`config.mk`:
```
export PLATFORM = sky130hd
export DESIGN_NAME = handle_allocator_free_stack
export DESIGN_NICKNAME = d
export VERILOG_FILES = /design/src/sv/hafs_pkg.sv /design/src/sv/hafs_datapath.sv /design/src/sv/hafs_controller.sv /design/src/sv/handle_allocator_free_stack.sv
export VERILOG_INCLUDE_DIRS = /design/src /design/src/sv
export SDC_FILE = /design/constraint.sdc
export NUM_CORES = 2
export LEC_CHECK = 0
export BUFFER_PORTS_ARGS = -buffer_cell sky130_fd_sc_hd__buf_4
export CAP_MARGIN = 5
export CORE_MARGIN = 2
export CORE_UTILIZATION = 45
export CTS_CLUSTER_DIAMETER = 150
export DETAILED_ROUTE_END_ITERATION = 7
export PLACE_DENSITY_LB_ADDON = 0.2
export REMOVE_ABC_BUFFERS = 1
export SYNTH_ARGS = -nofsm -noshare
export SYNTH_HDL_FRONTEND = slang
export SYNTH_SLANG_ARGS = --single-unit
export TNS_END_PERCENT = 1
```
`constraint.sdc`:
```
create_clock -name clk -period 6.05 [get_ports clk]
set_input_delay 0 -clock clk [delete_from_list [all_inputs] [get_ports clk]]
set_output_delay 0 -clock clk [all_outputs]
set_load 0.03 [all_outputs]
```
`src/sv/handle_allocator_free_stack_assert.svh`:
```
// assertion macros shared by the handle allocator modules
// expects signals named clk and rst_n in the including module
`ifndef HANDLE_ALLOCATOR_FREE_STACK_ASSERT_SVH
`define HANDLE_ALLOCATOR_FREE_STACK_ASSERT_SVH

// property that must hold in every cycle outside reset
`define HAFS_ASSERT(lbl, cond) \
    lbl: assert property (@(posedge clk) disable iff (!rst_n) (cond)) \
        else $error("handle allocator assertion failed");

// consequence must hold in the cycle after the antecedent
`define HAFS_ASSERT_NEXT(lbl, ante, cons) \
    lbl: assert property (@(posedge clk) disable iff (!rst_n) (ante) |=> (cons)) \
        else $error("handle allocator assertion failed");

`endif

```
`src/sv/hafs_pkg.sv`:
```
// shared types and constants for the handle allocator
// no dependencies
`timescale 1ns / 1ps
`default_nettype none

package hafs_pkg;

    localparam int unsigned HANDLE_W           = 32;
    localparam int unsigned CMD_W              = 3;
    localparam int unsigned STATUS_W           = 2;
    localparam int unsigned RELEASED_DEPTH_DEF = 64;
    localparam int unsigned RESERVED_DEPTH_DEF = 16;

    localparam logic [HANDLE_W-1:0] MAX_HANDLE_RST = '1;
    localparam logic [HANDLE_W-1:0] FIRST_HANDLE   = HANDLE_W'(1);

    // command codes
    localparam logic [CMD_W-1:0] CMD_ALLOC   = 3'd0;
    localparam logic [CMD_W-1:0] CMD_RELEASE = 3'd1;
    localparam logic [CMD_W-1:0] CMD_RESERVE = 3'd2;
    localparam logic [CMD_W-1:0] CMD_BASE    = 3'd3;
    localparam logic [CMD_W-1:0] CMD_CLEAR   = 3'd4;

    // result status codes
    localparam logic [STATUS_W-1:0] ST_OK       = 2'd0;
    localparam logic [STATUS_W-1:0] ST_REL_FULL = 2'd1;
    localparam logic [STATUS_W-1:0] ST_RES_FULL = 2'd2;

    // datapath operations issued by the controller
    typedef struct packed {
        logic load;
        logic idx_clr;
        logic idx_inc;
        logic ridx_clr;
        logic ridx_inc;
        logic rel_rd;
        logic rel_rd_last;
        logic rel_pop;
        logic rel_move;
        logic rel_push;
        logic res_push;
        logic res_rd;
        logic nh_inc;
        logic nh_max;
        logic clear;
        logic drop_below;
        logic result_pop;
        logic result_nh;
        logic out_load;
    } dp_ops_t;

    // datapath status seen by the controller
    typedef struct packed {
        logic rel_empty;
        logic idx_lt_count;
        logic ridx_lt_count;
        logic rel_hit;
        logic res_hit;
        logic out_free;
    } dp_stat_t;

endpackage

`default_nettype wire

```
`src/sv/hafs_datapath.sv`:
```
// datapath: handle counter, released stack and reserved list memories, result register
// depends on hafs_pkg and handle_allocator_free_stack_assert.svh
`timescale 1ns / 1ps
`default_nettype none
`include "handle_allocator_free_stack_assert.svh"

module hafs_datapath #(
    parameter int unsigned RELEASED_DEPTH = hafs_pkg::RELEASED_DEPTH_DEF,
    parameter int unsigned RESERVED_DEPTH = hafs_pkg::RESERVED_DEPTH_DEF
) (
    input  wire logic                              clk,
    input  wire logic                              rst_n,
    input  wire logic [hafs_pkg::HANDLE_W-1:0]     handle_in,
    input  wire hafs_pkg::dp_ops_t                 ops,
    output hafs_pkg::dp_stat_t                     stat,
    input  wire logic                              cfg_valid,
    output logic                                   cfg_ready,
    input  wire logic [hafs_pkg::HANDLE_W-1:0]     cfg_data,
    output logic                                   m_tvalid,
    input  wire logic                              m_tready,
    output logic [hafs_pkg::HANDLE_W-1:0]          m_tdata,
    output logic [hafs_pkg::STATUS_W:0]            m_tuser
);
    import hafs_pkg::*;

    localparam int unsigned RCW = $clog2(RELEASED_DEPTH + 1);
    localparam int unsigned RAW = (RELEASED_DEPTH > 1) ? $clog2(RELEASED_DEPTH) : 1;
    localparam int unsigned VCW = $clog2(RESERVED_DEPTH + 1);
    localparam int unsigned VAW = (RESERVED_DEPTH > 1) ? $clog2(RESERVED_DEPTH) : 1;

    logic [HANDLE_W-1:0] rel_mem [RELEASED_DEPTH];
    logic [HANDLE_W-1:0] res_mem [RESERVED_DEPTH];
    logic [HANDLE_W-1:0] rel_rd_data;
    logic [HANDLE_W-1:0] res_rd_data;

    logic [RCW-1:0]      rel_count_reg, rel_count_next;
    logic [RCW-1:0]      rel_idx_reg, rel_idx_next;
    logic [VCW-1:0]      res_count_reg, res_count_next;
    logic [VCW-1:0]      res_idx_reg, res_idx_next;
    logic [HANDLE_W-1:0] nh_reg, nh_next;
    logic [HANDLE_W-1:0] max_reg, max_next;
    logic [HANDLE_W-1:0] h_reg;
    logic [HANDLE_W-1:0] result_reg;
    logic [STATUS_W-1:0] status_reg;
    logic                out_valid_reg, out_valid_next;
    logic [HANDLE_W-1:0] out_data_reg;
    logic [STATUS_W:0]   out_user_reg;

    logic [RCW-1:0]      rel_last_full;
    logic [RAW-1:0]      rel_rd_addr;
    logic                rel_space;
    logic                res_space;
    logic                avail;

    assign rel_space     = rel_count_reg < RCW'(RELEASED_DEPTH);
    assign res_space     = res_count_reg < VCW'(RESERVED_DEPTH);
    assign rel_last_full = rel_count_reg - RCW'(1);
    assign rel_rd_addr   = ops.rel_rd_last ? rel_last_full[RAW-1:0] : rel_idx_reg[RAW-1:0];
    assign avail         = (rel_count_reg != '0) || (nh_reg < max_reg);

    // status toward the controller
    always_comb
    begin
        stat.rel_empty     = (rel_count_reg == '0);
        stat.idx_lt_count  = rel_idx_reg < rel_count_reg;
        stat.ridx_lt_count = res_idx_reg < res_count_reg;
        stat.rel_hit       = ops.drop_below ? (rel_rd_data < h_reg) : (rel_rd_data == h_reg);
        stat.res_hit       = (res_rd_data == nh_reg);
        stat.out_free      = !out_valid_reg || m_tready;
    end

    // released stack memory, one write and one registered read port
    always_ff @(posedge clk)
    begin
        if (ops.rel_move)
        begin
            rel_mem[rel_idx_reg[RAW-1:0]] <= rel_rd_data;
        end
        else if (ops.rel_push && rel_space && (h_reg <= nh_reg))
        begin
            rel_mem[rel_count_reg[RAW-1:0]] <= h_reg;
        end
        if (ops.rel_rd)
        begin
            rel_rd_data <= rel_mem[rel_rd_addr];
        end
    end

    // reserved list memory
    always_ff @(posedge clk)
    begin
        if (ops.res_push && res_space)
        begin
            res_mem[res_count_reg[VAW-1:0]] <= h_reg;
        end
        if (ops.res_rd)
        begin
            res_rd_data <= res_mem[res_idx_reg[VAW-1:0]];
        end
    end

    // counters and handle counter next values
    always_comb
    begin
        rel_count_next = rel_count_reg;
        if (ops.clear)
        begin
            rel_count_next = '0;
        end
        else if (ops.rel_pop || ops.rel_move)
        begin
            rel_count_next = rel_count_reg - RCW'(1);
        end
        else if (ops.rel_push && rel_space && (h_reg <= nh_reg))
        begin
            rel_count_next = rel_count_reg + RCW'(1);
        end

        rel_idx_next = rel_idx_reg;
        if (ops.idx_clr)
        begin
            rel_idx_next = '0;
        end
        else if (ops.idx_inc)
        begin
            rel_idx_next = rel_idx_reg + RCW'(1);
        end

        res_count_next = res_count_reg;
        if (ops.clear)
        begin
            res_count_next = '0;
        end
        else if (ops.res_push && res_space)
        begin
            res_count_next = res_count_reg + VCW'(1);
        end

        res_idx_next = res_idx_reg;
        if (ops.ridx_clr)
        begin
            res_idx_next = '0;
        end
        else if (ops.ridx_inc)
        begin
            res_idx_next = res_idx_reg + VCW'(1);
        end

        nh_next = nh_reg;
        if (ops.clear)
        begin
            nh_next = FIRST_HANDLE;
        end
        else if (ops.nh_inc)
        begin
            nh_next = nh_reg + HANDLE_W'(1);
        end
        else if (ops.nh_max && (h_reg > nh_reg))
        begin
            nh_next = h_reg;
        end

        max_next = max_reg;
        if (cfg_valid)
        begin
            max_next = cfg_data;
        end

        out_valid_next = out_valid_reg;
        if (ops.out_load)
        begin
            out_valid_next = 1'b1;
        end
        else if (m_tready)
        begin
            out_valid_next = 1'b0;
        end
    end

    // control registers
    always_ff @(posedge clk or negedge rst_n)
    begin
        if (!rst_n)
        begin
            rel_count_reg <= '0;
            rel_idx_reg   <= '0;
            res_count_reg <= '0;
            res_idx_reg   <= '0;
            nh_reg        <= FIRST_HANDLE;
            max_reg       <= MAX_HANDLE_RST;
            out_valid_reg <= 1'b0;
        end
        else
        begin
            rel_count_reg <= rel_count_next;
            rel_idx_reg   <= rel_idx_next;
            res_count_reg <= res_count_next;
            res_idx_reg   <= res_idx_next;
            nh_reg        <= nh_next;
            max_reg       <= max_next;
            out_valid_reg <= out_valid_next;
        end
    end

    // operand, result and output word registers
    always_ff @(posedge clk)
    begin
        if (ops.load)
        begin
            h_reg      <= handle_in;
            result_reg <= '0;
            status_reg <= ST_OK;
        end
        else
        begin
            if (ops.result_pop)
            begin
                result_reg <= rel_rd_data;
            end
            else if (ops.result_nh)
            begin
                result_reg <= nh_reg;
            end
            if (ops.rel_push && !rel_space && (h_reg <= nh_reg))
            begin
                status_reg <= ST_REL_FULL;
            end
            else if (ops.res_push && !res_space)
            begin
                status_reg <= ST_RES_FULL;
            end
        end
        if (ops.out_load)
        begin
            out_data_reg <= result_reg;
            out_user_reg <= {status_reg, avail};
        end
    end

    assign cfg_ready = 1'b1;
    assign m_tvalid  = out_valid_reg;
    assign m_tdata   = out_data_reg;
    assign m_tuser   = out_user_reg;

    `HAFS_ASSERT(a_rel_count_bound, rel_count_reg <= RCW'(RELEASED_DEPTH))
    `HAFS_ASSERT(a_res_count_bound, res_count_reg <= VCW'(RESERVED_DEPTH))
    `HAFS_ASSERT(a_move_nonempty, !(ops.rel_move || ops.rel_pop) || (rel_count_reg != '0))
    `HAFS_ASSERT_NEXT(a_out_loaded, ops.out_load, out_valid_reg)

endmodule

`default_nettype wire

```
`src/sv/hafs_controller.sv`:
```
// controller state machine sequencing the scans of the handle allocator
// depends on hafs_pkg and handle_allocator_free_stack_assert.svh
`timescale 1ns / 1ps
`default_nettype none
`include "handle_allocator_free_stack_assert.svh"

module hafs_controller (
    input  wire logic                          clk,
    input  wire logic                          rst_n,
    input  wire logic                          s_tvalid,
    output logic                               s_tready,
    input  wire logic [hafs_pkg::CMD_W-1:0]    command,
    input  wire hafs_pkg::dp_stat_t            stat,
    output hafs_pkg::dp_ops_t                  ops
);
    import hafs_pkg::*;

    typedef enum logic [11:0] {
        S_IDLE      = 12'b0000_0000_0001,
        S_POP_RD    = 12'b0000_0000_0010,
        S_POP_WAIT  = 12'b0000_0000_0100,
        S_RES_RD    = 12'b0000_0000_1000,
        S_RES_CHK   = 12'b0000_0001_0000,
        S_RES_PUSH  = 12'b0000_0010_0000,
        S_BASE      = 12'b0000_0100_0000,
        S_DROP_RD   = 12'b0000_1000_0000,
        S_DROP_CHK  = 12'b0001_0000_0000,
        S_DROP_MOVE = 12'b0010_0000_0000,
        S_PUSH      = 12'b0100_0000_0000,
        S_FINISH    = 12'b1000_0000_0000
    } state_t;

    state_t            state_reg, state_next;
    logic [CMD_W-1:0]  cmd_reg, cmd_next;
    logic              accept;

    assign s_tready = (state_reg == S_IDLE);
    assign accept   = s_tvalid && s_tready;

    // next state and datapath operations
    always_comb
    begin
        state_next     = state_reg;
        cmd_next       = cmd_reg;
        ops            = '0;
        ops.drop_below = (cmd_reg == CMD_BASE);
        case (state_reg)
            S_IDLE:
            begin
                if (accept)
                begin
                    cmd_next     = command;
                    ops.load     = 1'b1;
                    ops.idx_clr  = 1'b1;
                    ops.ridx_clr = 1'b1;
                    case (command)
                        CMD_ALLOC:   state_next = stat.rel_empty ? S_RES_RD : S_POP_RD;
                        CMD_RELEASE: state_next = S_DROP_RD;
                        CMD_RESERVE: state_next = S_RES_PUSH;
                        CMD_BASE:    state_next = S_BASE;
                        CMD_CLEAR:
                        begin
                            ops.clear  = 1'b1;
                            state_next = S_FINISH;
                        end
                        default:     state_next = S_FINISH;
                    endcase
                end
            end
            S_POP_RD:
            begin
                ops.rel_rd      = 1'b1;
                ops.rel_rd_last = 1'b1;
                ops.rel_pop     = 1'b1;
                state_next      = S_POP_WAIT;
            end
            S_POP_WAIT:
            begin
                ops.result_pop = 1'b1;
                state_next     = S_FINISH;
            end
            // walk the reserved list until the counter value is free
            S_RES_RD:
            begin
                if (stat.ridx_lt_count)
                begin
                    ops.res_rd = 1'b1;
                    state_next = S_RES_CHK;
                end
                else
                begin
                    ops.result_nh = 1'b1;
                    ops.nh_inc    = 1'b1;
                    state_next    = S_FINISH;
                end
            end
            S_RES_CHK:
            begin
                if (stat.res_hit)
                begin
                    ops.nh_inc   = 1'b1;
                    ops.ridx_clr = 1'b1;
                end
                else
                begin
                    ops.ridx_inc = 1'b1;
                end
                state_next = S_RES_RD;
            end
            S_RES_PUSH:
            begin
                ops.res_push = 1'b1;
                state_next   = S_DROP_RD;
            end
            S_BASE:
            begin
                ops.nh_max = 1'b1;
                state_next = S_DROP_RD;
            end
            // removal scan over the released stack
            S_DROP_RD:
            begin
                if (stat.idx_lt_count)
                begin
                    ops.rel_rd = 1'b1;
                    state_next = S_DROP_CHK;
                end
                else
                begin
                    state_next = (cmd_reg == CMD_RELEASE) ? S_PUSH : S_FINISH;
                end
            end
            S_DROP_CHK:
            begin
                if (stat.rel_hit)
                begin
                    ops.rel_rd      = 1'b1;
                    ops.rel_rd_last = 1'b1;
                    state_next      = S_DROP_MOVE;
                end
                else
                begin
                    ops.idx_inc = 1'b1;
                    state_next  = S_DROP_RD;
                end
            end
            S_DROP_MOVE:
            begin
                ops.rel_move = 1'b1;
                state_next   = S_DROP_RD;
            end
            S_PUSH:
            begin
                ops.rel_push = 1'b1;
                state_next   = S_FINISH;
            end
            S_FINISH:
            begin
                if (stat.out_free)
                begin
                    ops.out_load = 1'b1;
                    state_next   = S_IDLE;
                end
            end
            default:
            begin
                state_next = S_IDLE;
            end
        endcase
    end

    // state registers
    always_ff @(posedge clk or negedge rst_n)
    begin
        if (!rst_n)
        begin
            state_reg <= S_IDLE;
            cmd_reg   <= CMD_ALLOC;
        end
        else
        begin
            state_reg <= state_next;
            cmd_reg   <= cmd_next;
        end
    end

    `HAFS_ASSERT_NEXT(a_accept_leaves_idle, accept, state_reg != S_IDLE)
    `HAFS_ASSERT(a_single_write, !(ops.rel_move && ops.rel_push))
    `HAFS_ASSERT_NEXT(a_finish_done, (state_reg == S_FINISH) && stat.out_free,
        state_reg == S_IDLE)

endmodule

`default_nettype wire

```
`src/sv/handle_allocator_free_stack.sv`:
```
// top level of the handle allocator with released-handle stack
// depends on hafs_pkg, hafs_controller, hafs_datapath
//
// channel   dir  handshake          payload
// s_axis    in   s_tvalid/s_tready  tdata handle_in, tuser command
// m_axis    out  m_tvalid/m_tready  tdata handle_out, tuser available, status
// cfg       in   cfg_valid/cfg_ready cfg_data max_handle
//
// one command at a time; allocate pops the top of the released stack, or if it is empty takes the counter,
// probing every reserved entry and stepping the counter and restarting the probe on each reserved hit
// release, reserve and set_base scan the released stack
// the result sits in an output register, so the next word is taken while it waits
// reset clears the counts, the counter to 1 and max_handle to all ones
`timescale 1ns / 1ps
`default_nettype none

module handle_allocator_free_stack #(
    parameter int unsigned RELEASED_DEPTH = hafs_pkg::RELEASED_DEPTH_DEF,
    parameter int unsigned RESERVED_DEPTH = hafs_pkg::RESERVED_DEPTH_DEF
) (
    input  wire logic                              clk,
    input  wire logic                              rst_n,
    input  wire logic                              s_tvalid,
    output logic                                   s_tready,
    input  wire logic [hafs_pkg::HANDLE_W-1:0]     s_tdata,   // handle_in
    input  wire logic [hafs_pkg::CMD_W-1:0]        s_tuser,   // command
    output logic                                   m_tvalid,
    input  wire logic                              m_tready,
    output logic [hafs_pkg::HANDLE_W-1:0]          m_tdata,   // handle_out
    output logic [hafs_pkg::STATUS_W:0]            m_tuser,   // available, status
    input  wire logic                              cfg_valid,
    output logic                                   cfg_ready,
    input  wire logic [hafs_pkg::HANDLE_W-1:0]     cfg_data   // max_handle
);
    import hafs_pkg::*;

    dp_ops_t  ops;
    dp_stat_t stat;

    hafs_controller u_ctrl (
        .clk      (clk),
        .rst_n    (rst_n),
        .s_tvalid (s_tvalid),
        .s_tready (s_tready),
        .command  (s_tuser),
        .stat     (stat),
        .ops      (ops)
    );

    hafs_datapath #(
        .RELEASED_DEPTH (RELEASED_DEPTH),
        .RESERVED_DEPTH (RESERVED_DEPTH)
    ) u_dp (
        .clk       (clk),
        .rst_n     (rst_n),
        .handle_in (s_tdata),
        .ops       (ops),
        .stat      (stat),
        .cfg_valid (cfg_valid),
        .cfg_ready (cfg_ready),
        .cfg_data  (cfg_data),
        .m_tvalid  (m_tvalid),
        .m_tready  (m_tready),
        .m_tdata   (m_tdata),
        .m_tuser   (m_tuser)
    );

endmodule

`default_nettype wire
```
== Word-level counts from Yosys, hierarchy flattened ==
Memory sizes are Yosys's and may differ from the RTL's. A register that Yosys moved wholly into a read port is not among the register bits.
Cells that the tools add are included.
W data, S select, Z words.

* Add/subtract/negate cells: 6
* $lt $le $gt $ge: 8
* Equal/unequal tests: 22
* Muxes and demuxes: 68
* Reduce and logical (&&, ||, !) cells: 31

{| class="wikitable"
|+ Operators with widths
! kind !! count
|-
| $mux W32 || 6
|-
| $pmux W12 S9 || 1
|-
| $eq A32 B32 Y1 || 2
|-
| $lt A32 B32 Y1 || 2
|-
| $mux W12 || 5
|-
| $pmux W12 S4 || 1
|-
| $mux W1 || 35
|-
| $mux W7 || 5
|-
| $add A32 B1 Y32 const B || 1
|-
| $gt A32 B32 Y1 || 1
|-
| $le A32 B32 Y1 || 1
|-
| $reduce_or A32 Y1 || 1
|-
| $mux W5 || 4
|-
| $add A7 B1 Y7 const B || 2
|-
| $eq A12 B1 Y1 const B || 1
|-
| $eq A12 B10 Y1 const B || 1
|-
| $eq A12 B11 Y1 const B || 1
|-
| $eq A12 B12 Y1 const B || 1
|-
| $eq A12 B2 Y1 const B || 1
|-
| $eq A12 B3 Y1 const B || 1
|-
| $eq A12 B4 Y1 const B || 1
|-
| $eq A12 B5 Y1 const B || 1
|-
| $eq A12 B6 Y1 const B || 1
|-
| $eq A12 B7 Y1 const B || 1
|-
| other kinds (29) || 58
|}

* Bits in registers: 205
* RAM bits: 2560
* Bits of input ports: 72
* Output and inout port bits: 38
* Logic and storage cells: 152
* Memories kept: 2

{| class="wikitable"
|+ Memories
! memory !! words !! width !! read ports !! clocked after Yosys merged registers in !! write ports !! RTL line !! RTL
|-
| u_dp.rel_mem || 64 || 32 || 1 || 1 || 1 || hafs_datapath.sv:31 || <nowiki>logic [HANDLE_W-1:0] rel_mem [RELEASED_DEPTH];</nowiki>
|-
| u_dp.res_mem || 16 || 32 || 1 || 1 || 1 || hafs_datapath.sv:32 || <nowiki>logic [HANDLE_W-1:0] res_mem [RESERVED_DEPTH];</nowiki>
|}

== Logic depth before layout (Yosys ltp) ==
* Word-level depth: 9
* Gate-level depth with buffers: 19

== Hierarchy ==
From an unflattened synthesis, not the netlist that was laid out.

* Cells, all modules: 5603
* Area total of the unflattened synthesis: 113447.6 um2

{| class="wikitable"
|+ Modules (own cells, without submodules)
! module !! instances !! cells an instance !! area an instance (um2) !! seq. area each (um2)
|-
| hafs_datapath || 1 || 5484 || 112364.0 || 83756.6
|-
| hafs_controller || 1 || 119 || 1083.5 || 376.6
|}

== Least setup slack after synthesis ==
OpenSTA, ideal clock, no wires.

* Path kind: flip-flop to flip-flop
* Start point: register u_dp.h_reg[1]
* End point: memory u_dp.rel_mem[0][0], data pin
* Library setup time: 702 ps
* Arrival: 5661 ps
* Path slack: -313 ps
* Cell stages (with the launch flop): 14
* Clock period less this slack: 6363 ps
* Cell sequence: edfxtp_1 ha_1 nor2b_1 o21a_1 o21a_1 o21a_1 o21a_1 o21a_1 o21a_1 o211ai_1 nand3_1 clkbuf_1 clkbuf_1 o21ai_0

* Longest elaborated chain between the ends: 7

{| class="wikitable"
|+ Ends and longest elaborated chain
! item !! RTL line !! RTL
|-
| start, declared || hafs_datapath.sv:42 || <nowiki>logic [HANDLE_W-1:0] h_reg;</nowiki>
|-
| start signal, assigned || hafs_datapath.sv:210 || <nowiki>h_reg <= handle_in;</nowiki>
|-
| $le A32 B32 Y1 || hafs_datapath.sv:79 || <nowiki>else if (ops.rel_push && rel_space && (h_reg <= nh_reg))</nowiki>
|-
| $logic_and A1 B1 Y1 || hafs_datapath.sv:79 ||
|-
| $mux W1 || hafs_datapath.sv:79 ||
|-
| $mux W1 || hafs_datapath.sv:75 || <nowiki>if (ops.rel_move)</nowiki>
|-
| $mux W1 (not written as such) || hafs_datapath.sv:81 || <nowiki>rel_mem[rel_count_reg[RAW-1:0]] <= h_reg;</nowiki>
|-
| $reduce_or A32 Y1 (no source line) || -- ||
|-
| $mux W32 (no source line) || -- ||
|-
| end, declared || hafs_datapath.sv:31 ||
|}

Every way passes these cells.

== Worst setup path in the final report ==
* Start point: register u_dp.h_reg[2]
* End point: register u_dp.rel_rd_data[8] (read register of u_dp.rel_mem), data pin

* Longest elaborated chain between the ends: 5
* Elaborated cells on any way between the ends: 7
* Those cells by class: order compare (1); eq/ne (1); mux (5)

{| class="wikitable"
|+ Ends and longest elaborated chain
! item !! RTL line !! RTL
|-
| $lt A32 B32 Y1 / $eq A32 B32 Y1 (equally long branches) || hafs_datapath.sv:67 || <nowiki>stat.rel_hit = ops.drop_below ? (rel_rd_data < h_reg) : (rel_rd_data == h_reg);</nowiki>
|-
| $mux W1 (*) || hafs_datapath.sv:67 ||
|-
| $mux W2 (*) || hafs_controller.sv:135 || <nowiki>if (stat.rel_hit)</nowiki>
|-
| $pmux W1 S2 || hafs_controller.sv:47 || <nowiki>case (state_reg)</nowiki>
|-
| $mux W6 || hafs_datapath.sv:58 || <nowiki>assign rel_rd_addr = ops.rel_rd_last ? rel_last_full[RAW-1:0] : rel_idx_reg[RAW-1:0];</nowiki>
|-
| end, declared || hafs_datapath.sv:33 || <nowiki>logic [HANDLE_W-1:0] rel_rd_data;</nowiki>
|}

Mark *: on every way between the ends. The rest lies on a longest branch, timed or not.
A chain may end at the register's enable or synchronous reset.

==> out/results.tsv <==
stage	metric	value	unit
grt	initial antenna violation count	16	
worst_setup_path	master of the slowest instance on the critical path	sky130_fd_sc_hd__a21oi_1	
cells_and_area	Final nets	8523	
sta	Total Negative Setup Slacks	0	ns
sta	fin worst setup slack	0.113	ns
grt	total congestion overflow after global routing	0	
sta	number of endpoints failing setup at the final stage	0	
worst_hold_path	path category of the worst min-delay check	in -> reg	
power_and_ir_drop	share of total power in combinational logic	0.094	
clock_tree	clk sinks	2829	
cells_and_area	fraction of layout cells with a size suffix above 1	0.153	
yosys	most used standard cell by instance count after synthesis	sky130_fd_sc_hd__edfxtp_1	
worst_setup_path	cell-by-cell trace of the critical path	inv_1 -> ha_1 -> nand4_1 -> or3_1 -> and4b_1 -> or2_1 -> a311oi_2 -> or3_4 -> a21oi_4 -> buf_12 -> a221oi_1 -> a21oi_1 -> o221ai_1 -> o311a_1	
worst_setup_path	largest driver fanout on the critical path	23	
cells_and_area	number of fill cells in the layout	20500	
clock_tree	total CTS buffers	313	
sta	worst slew pin tran	1.28	ns
worst_setup_path	r2r startpoint	u_dp.h_reg[2]	
worst_hold_path	destination of the worst hold path	u_ctrl.cmd_reg[0]	
yosys	Synth warnings	0	
cells_and_area	signed area change from the synthesized netlist to the final layout	16.9	%
status	result of the run	finished, final reports clean	
grt	first-pass GRT wire length	511000	um
yosys	fraction of registers with async set or reset after synthesis	0.0368	
drt	wire per inst	30.4	um
power_and_ir_drop	fraction of power spent switching nets	0.243	
floorplanning	starting density of the core	0.453	
yosys	most common library cells after synthesis	sky130_fd_sc_hd__edfxtp_1 (2,691), sky130_fd_sc_hd__nand2_1 (1,424), sky130_fd_sc_hd__nand3_1 (531)	
cells_and_area	number of non-filler instances in the completed layout	11900	
clock_tree	Clock Path Buffers	4	
place	number of instances in the placed design	11200	
sta	highest achievable clock rate	168	MHz
floorplanning	CORE AREA	254000	sq um
worst_setup_path	CP Buf/Inv Count	2	
yosys	synthesized cell area	115000	sq um
place	Placer Congestion	0.906	
drt	initial detailed-routing violation count	9664	
drt	detail-routed via count per cell	6.06	
power_and_ir_drop	switching power summed over all nets	10.9	mW
worst_setup_path	worst reg-to-reg setup slack	0.11	ns
grt	via count of the first global-routing pass	69300	
clock_tree	H-tree lvl count	5	
place	pre-CTS setup slack	0.0342	ns
floorplanning	number of rows in the core area	185	
cells_and_area	Register Area	84100	sq um
worst_setup_path	critical path's largest stage delay	0.75	ns
floorplanning	die width	510	um
place	sum of net half-perimeters after detailed placement	221000	um
worst_setup_path	reg-to-reg endpoint	u_dp.rel_rd_data[8]	
floorplanning	DIE AREA	260000	sq um
yosys	area share of the largest cell type after synthesis	0.702	
cells_and_area	cell area after layout	134000	sq um
yosys	cell types with the largest area share after synthesis	sky130_fd_sc_hd__edfxtp_1 (70%), sky130_fd_sc_hd__nand2_1 (4.6%), sky130_fd_sc_hd__mux2i_1 (3.8%)	
power_and_ir_drop	reported leakage power	44.6	nW
sta	time the worst path needs with I/O delays and setup	5.94	ns
clock_tree	clock tree from TritonCTS	built	
worst_setup_path	start-to-end type of the worst setup path	reg -> reg	
cells_and_area	multi-input combinational cell area	29300	sq um
power_and_ir_drop	PwrDens	334	nW/um^2
sta	remaining max-slew budget at the tightest pin	0.147	
clock_tree	library cell used as clock root buffer	sky130_fd_sc_hd__clkbuf_16	
power_and_ir_drop	peak ir drop on the vdd network	0.318	mV
sta	hold violation count in the final report	0	
cells_and_area	Layout Utilization	0.529	
job	max-cap violations	0	
drt	sum of routed wire length over all layers	363000	um
worst_setup_path	R2R cell count	14	
yosys	sequential element share of the synthesized area	0.731	
floorplanning	I/O pin cnt	110	
yosys	Primary FF master, synth	sky130_fd_sc_hd__edfxtp_1	
clock_tree	Clk Latency, worst-skew pair	0.97	ns
place	cell area after placement	123000	sq um
worst_hold_path	start point of the worst hold path	s_tuser[0]	
yosys	mean instance size in the synthesized netlist	14.8	sq um
yosys	number of standard cells after synthesis	7780	
sta	skew final	0.121	ns
grt	pin count of the biggest net entering global routing	132	
drt	number of nets still failing antenna checks after routing	0	
sta	Final Max Tran Viols	0	
power_and_ir_drop	Final Total Pwr	44.9	mW
sta	crit share post-route	0.981	
drt	first drt pass iteration count	8	
cells_and_area	max reg flops	2048	
yosys	count of state elements after synthesis	2829	
sta	unrepaired setup endpoints after global routing	yes	
drt	drc violations	0	
worst_setup_path	Worst Setup End Kind	register	
sta	post-route worst hold slack	0.0689	ns
worst_setup_path	startpoint types	register	
worst_setup_path	arrival time of the worst setup path	6.60	ns
power_and_ir_drop	clock group share of total power	0.401	
power_and_ir_drop	sequential share of power	0.506	
worst_setup_path	kind of cell with the highest combined delay on the critical path	compound AO/OA/AOI/OAI gates	
yosys	number of enable flip-flop cells after synthesis	2691	
drt	Vias	72300	
worst_setup_path	data required time of the worst path	6.72	ns
floorplanning	die boundary height	510	um
yosys	number of different library cells in the post-synthesis netlist	88	
place	Port Buffers	108	
clock_tree	clock transition at the registers of the reported paths	0.06	ns
power_and_ir_drop	Power Internal	34.0	mW
yosys	library cell occupying the most area in the post-synthesis netlist	sky130_fd_sc_hd__edfxtp_1	
worst_hold_path	worst hold path depth	3	
grt	global routing usage summed across all routing layers	0.275	
worst max path at each step:
stage                        start              endpoint  slack (ns)  cells past startpoint
detailed placement   u_dp.h_reg[8]  u_dp.rel_rd_data[16]        0.03                     15
global route         u_dp.h_reg[2]  u_dp.rel_rd_data[29]       -0.05                     15
finish               u_dp.h_reg[2]   u_dp.rel_rd_data[8]        0.11                     14
floorplan           u_dp.h_reg[31]  u_dp.rel_rd_data[23]      -23.73                     13
global placement     u_dp.h_reg[8]  u_dp.rel_rd_data[16]        0.08                     15
CTS                  u_dp.h_reg[2]   u_dp.rel_rd_data[8]        0.08                     14
layout by cell type (no fill, tap or decap), types with 22 or more instances in the layout:
| master | instances |
|---|---|
| sky130_fd_sc_hd__a2111oi_0 | 25 |
| sky130_fd_sc_hd__a211oi_1 | 84 |
| sky130_fd_sc_hd__a21o_1 | 28 |
| sky130_fd_sc_hd__a21oi_1 | 241 |
| sky130_fd_sc_hd__a221o_1 | 31 |
| sky130_fd_sc_hd__a22oi_1 | 37 |
| sky130_fd_sc_hd__a311oi_1 | 32 |
| sky130_fd_sc_hd__a31oi_1 | 58 |
| sky130_fd_sc_hd__a32oi_1 | 61 |
| sky130_fd_sc_hd__and3_1 | 38 |
| sky130_fd_sc_hd__and4_1 | 39 |
| sky130_fd_sc_hd__buf_12 | 69 |
| sky130_fd_sc_hd__buf_4 | 457 |
| sky130_fd_sc_hd__clkbuf_1 | 71 |
| sky130_fd_sc_hd__clkbuf_16 | 319 |
| sky130_fd_sc_hd__clkinv_1 | 64 |
| sky130_fd_sc_hd__clkinv_2 | 43 |
| sky130_fd_sc_hd__dfrtp_1 | 66 |
| sky130_fd_sc_hd__dfstp_2 | 34 |
| sky130_fd_sc_hd__dfxtp_1 | 34 |
| sky130_fd_sc_hd__dlygate4sd3_1 | 203 |
| sky130_fd_sc_hd__edfxtp_1 | 2691 |
| sky130_fd_sc_hd__ha_1 | 114 |
| sky130_fd_sc_hd__inv_1 | 134 |
| sky130_fd_sc_hd__mux2i_1 | 439 |
| sky130_fd_sc_hd__mux4_2 | 160 |
| sky130_fd_sc_hd__nand2_1 | 1423 |
| sky130_fd_sc_hd__nand3_1 | 529 |
| sky130_fd_sc_hd__nand4_1 | 85 |
| sky130_fd_sc_hd__nor2_1 | 159 |
| sky130_fd_sc_hd__nor3_1 | 70 |
| sky130_fd_sc_hd__nor3_2 | 72 |
| sky130_fd_sc_hd__o2111ai_1 | 64 |
| sky130_fd_sc_hd__o211ai_1 | 22 |
| sky130_fd_sc_hd__o21ai_0 | 101 |
| sky130_fd_sc_hd__o21ai_1 | 27 |
| sky130_fd_sc_hd__o21ai_4 | 34 |
| sky130_fd_sc_hd__o22ai_1 | 43 |
| sky130_fd_sc_hd__or3_1 | 25 |
| sky130_fd_sc_hd__xnor2_1 | 44 |
tightest hold or removal path: stages:
cell                            delay (ns)
sky130_fd_sc_hd__dlygate4sd3_1        0.61
sky130_fd_sc_hd__buf_4                0.18
sky130_fd_sc_hd__mux2_2               0.15
power by group through the flow:
stage	logic [mW]	clock network [mW]	registers [mW]
2_1_floorplan	2.11	0	23.1
3_3_place_gp	3.91	0	23.1
3_5_place_dp	3.98	0	23.1
4_1_cts	4.14	18.2	22.7
5_1_grt	4.49	18.9	22.7
6_report	4.20	18.0	22.7
routing by layer:
metal,wire [um],vias to the layer above,global-route usage,part of all wire
li1,-,30900,-,-
met1,144000,37000,0.372,0.40
met2,168000,3730,0.433,0.46
met3,32300,681,0.0495,0.089
met4,18800,8,0.127,0.052
met5,48,-,0,0.00013
final cells by class:
class                           count  share of cell area
Inverter                          135             0.00378
Antenna cell                       14            0.000261
Tap cell                         3366              0.0313
Multi-Input combinational cell   4329               0.218
Clock inverter                    140             0.00848
Sequential cell                  2829               0.626
Clock buffer                      396              0.0620
Timing Repair Buffer              729              0.0509
cells by family (layout without fill, tap and decap cells):
kind of cell,Yosys count,in the layout,synth area share
AOI/OAI and AO/OA,998,998,0.0592
other,1,15,0.0000326
muxes,616,616,0.0712
DFF,2829,2829,0.731
adders and majority gates,114,114,0.0124
buffers and inverters,622,1400,0.0239
and+or+nand+nor,2552,2552,0.0985
xor gates and xnor gates,48,48,0.00365
repair_timing:
item,CTS,global route
hold buffers,203,0
buffers inserted,1,0
endpoints found under the setup margin,1,8
resized for setup,0,7
pin swaps,1,0
gates cloned,0,0
hold endpoints to repair,189,0
Note: power is estimated with default switching activity, not from simulation.
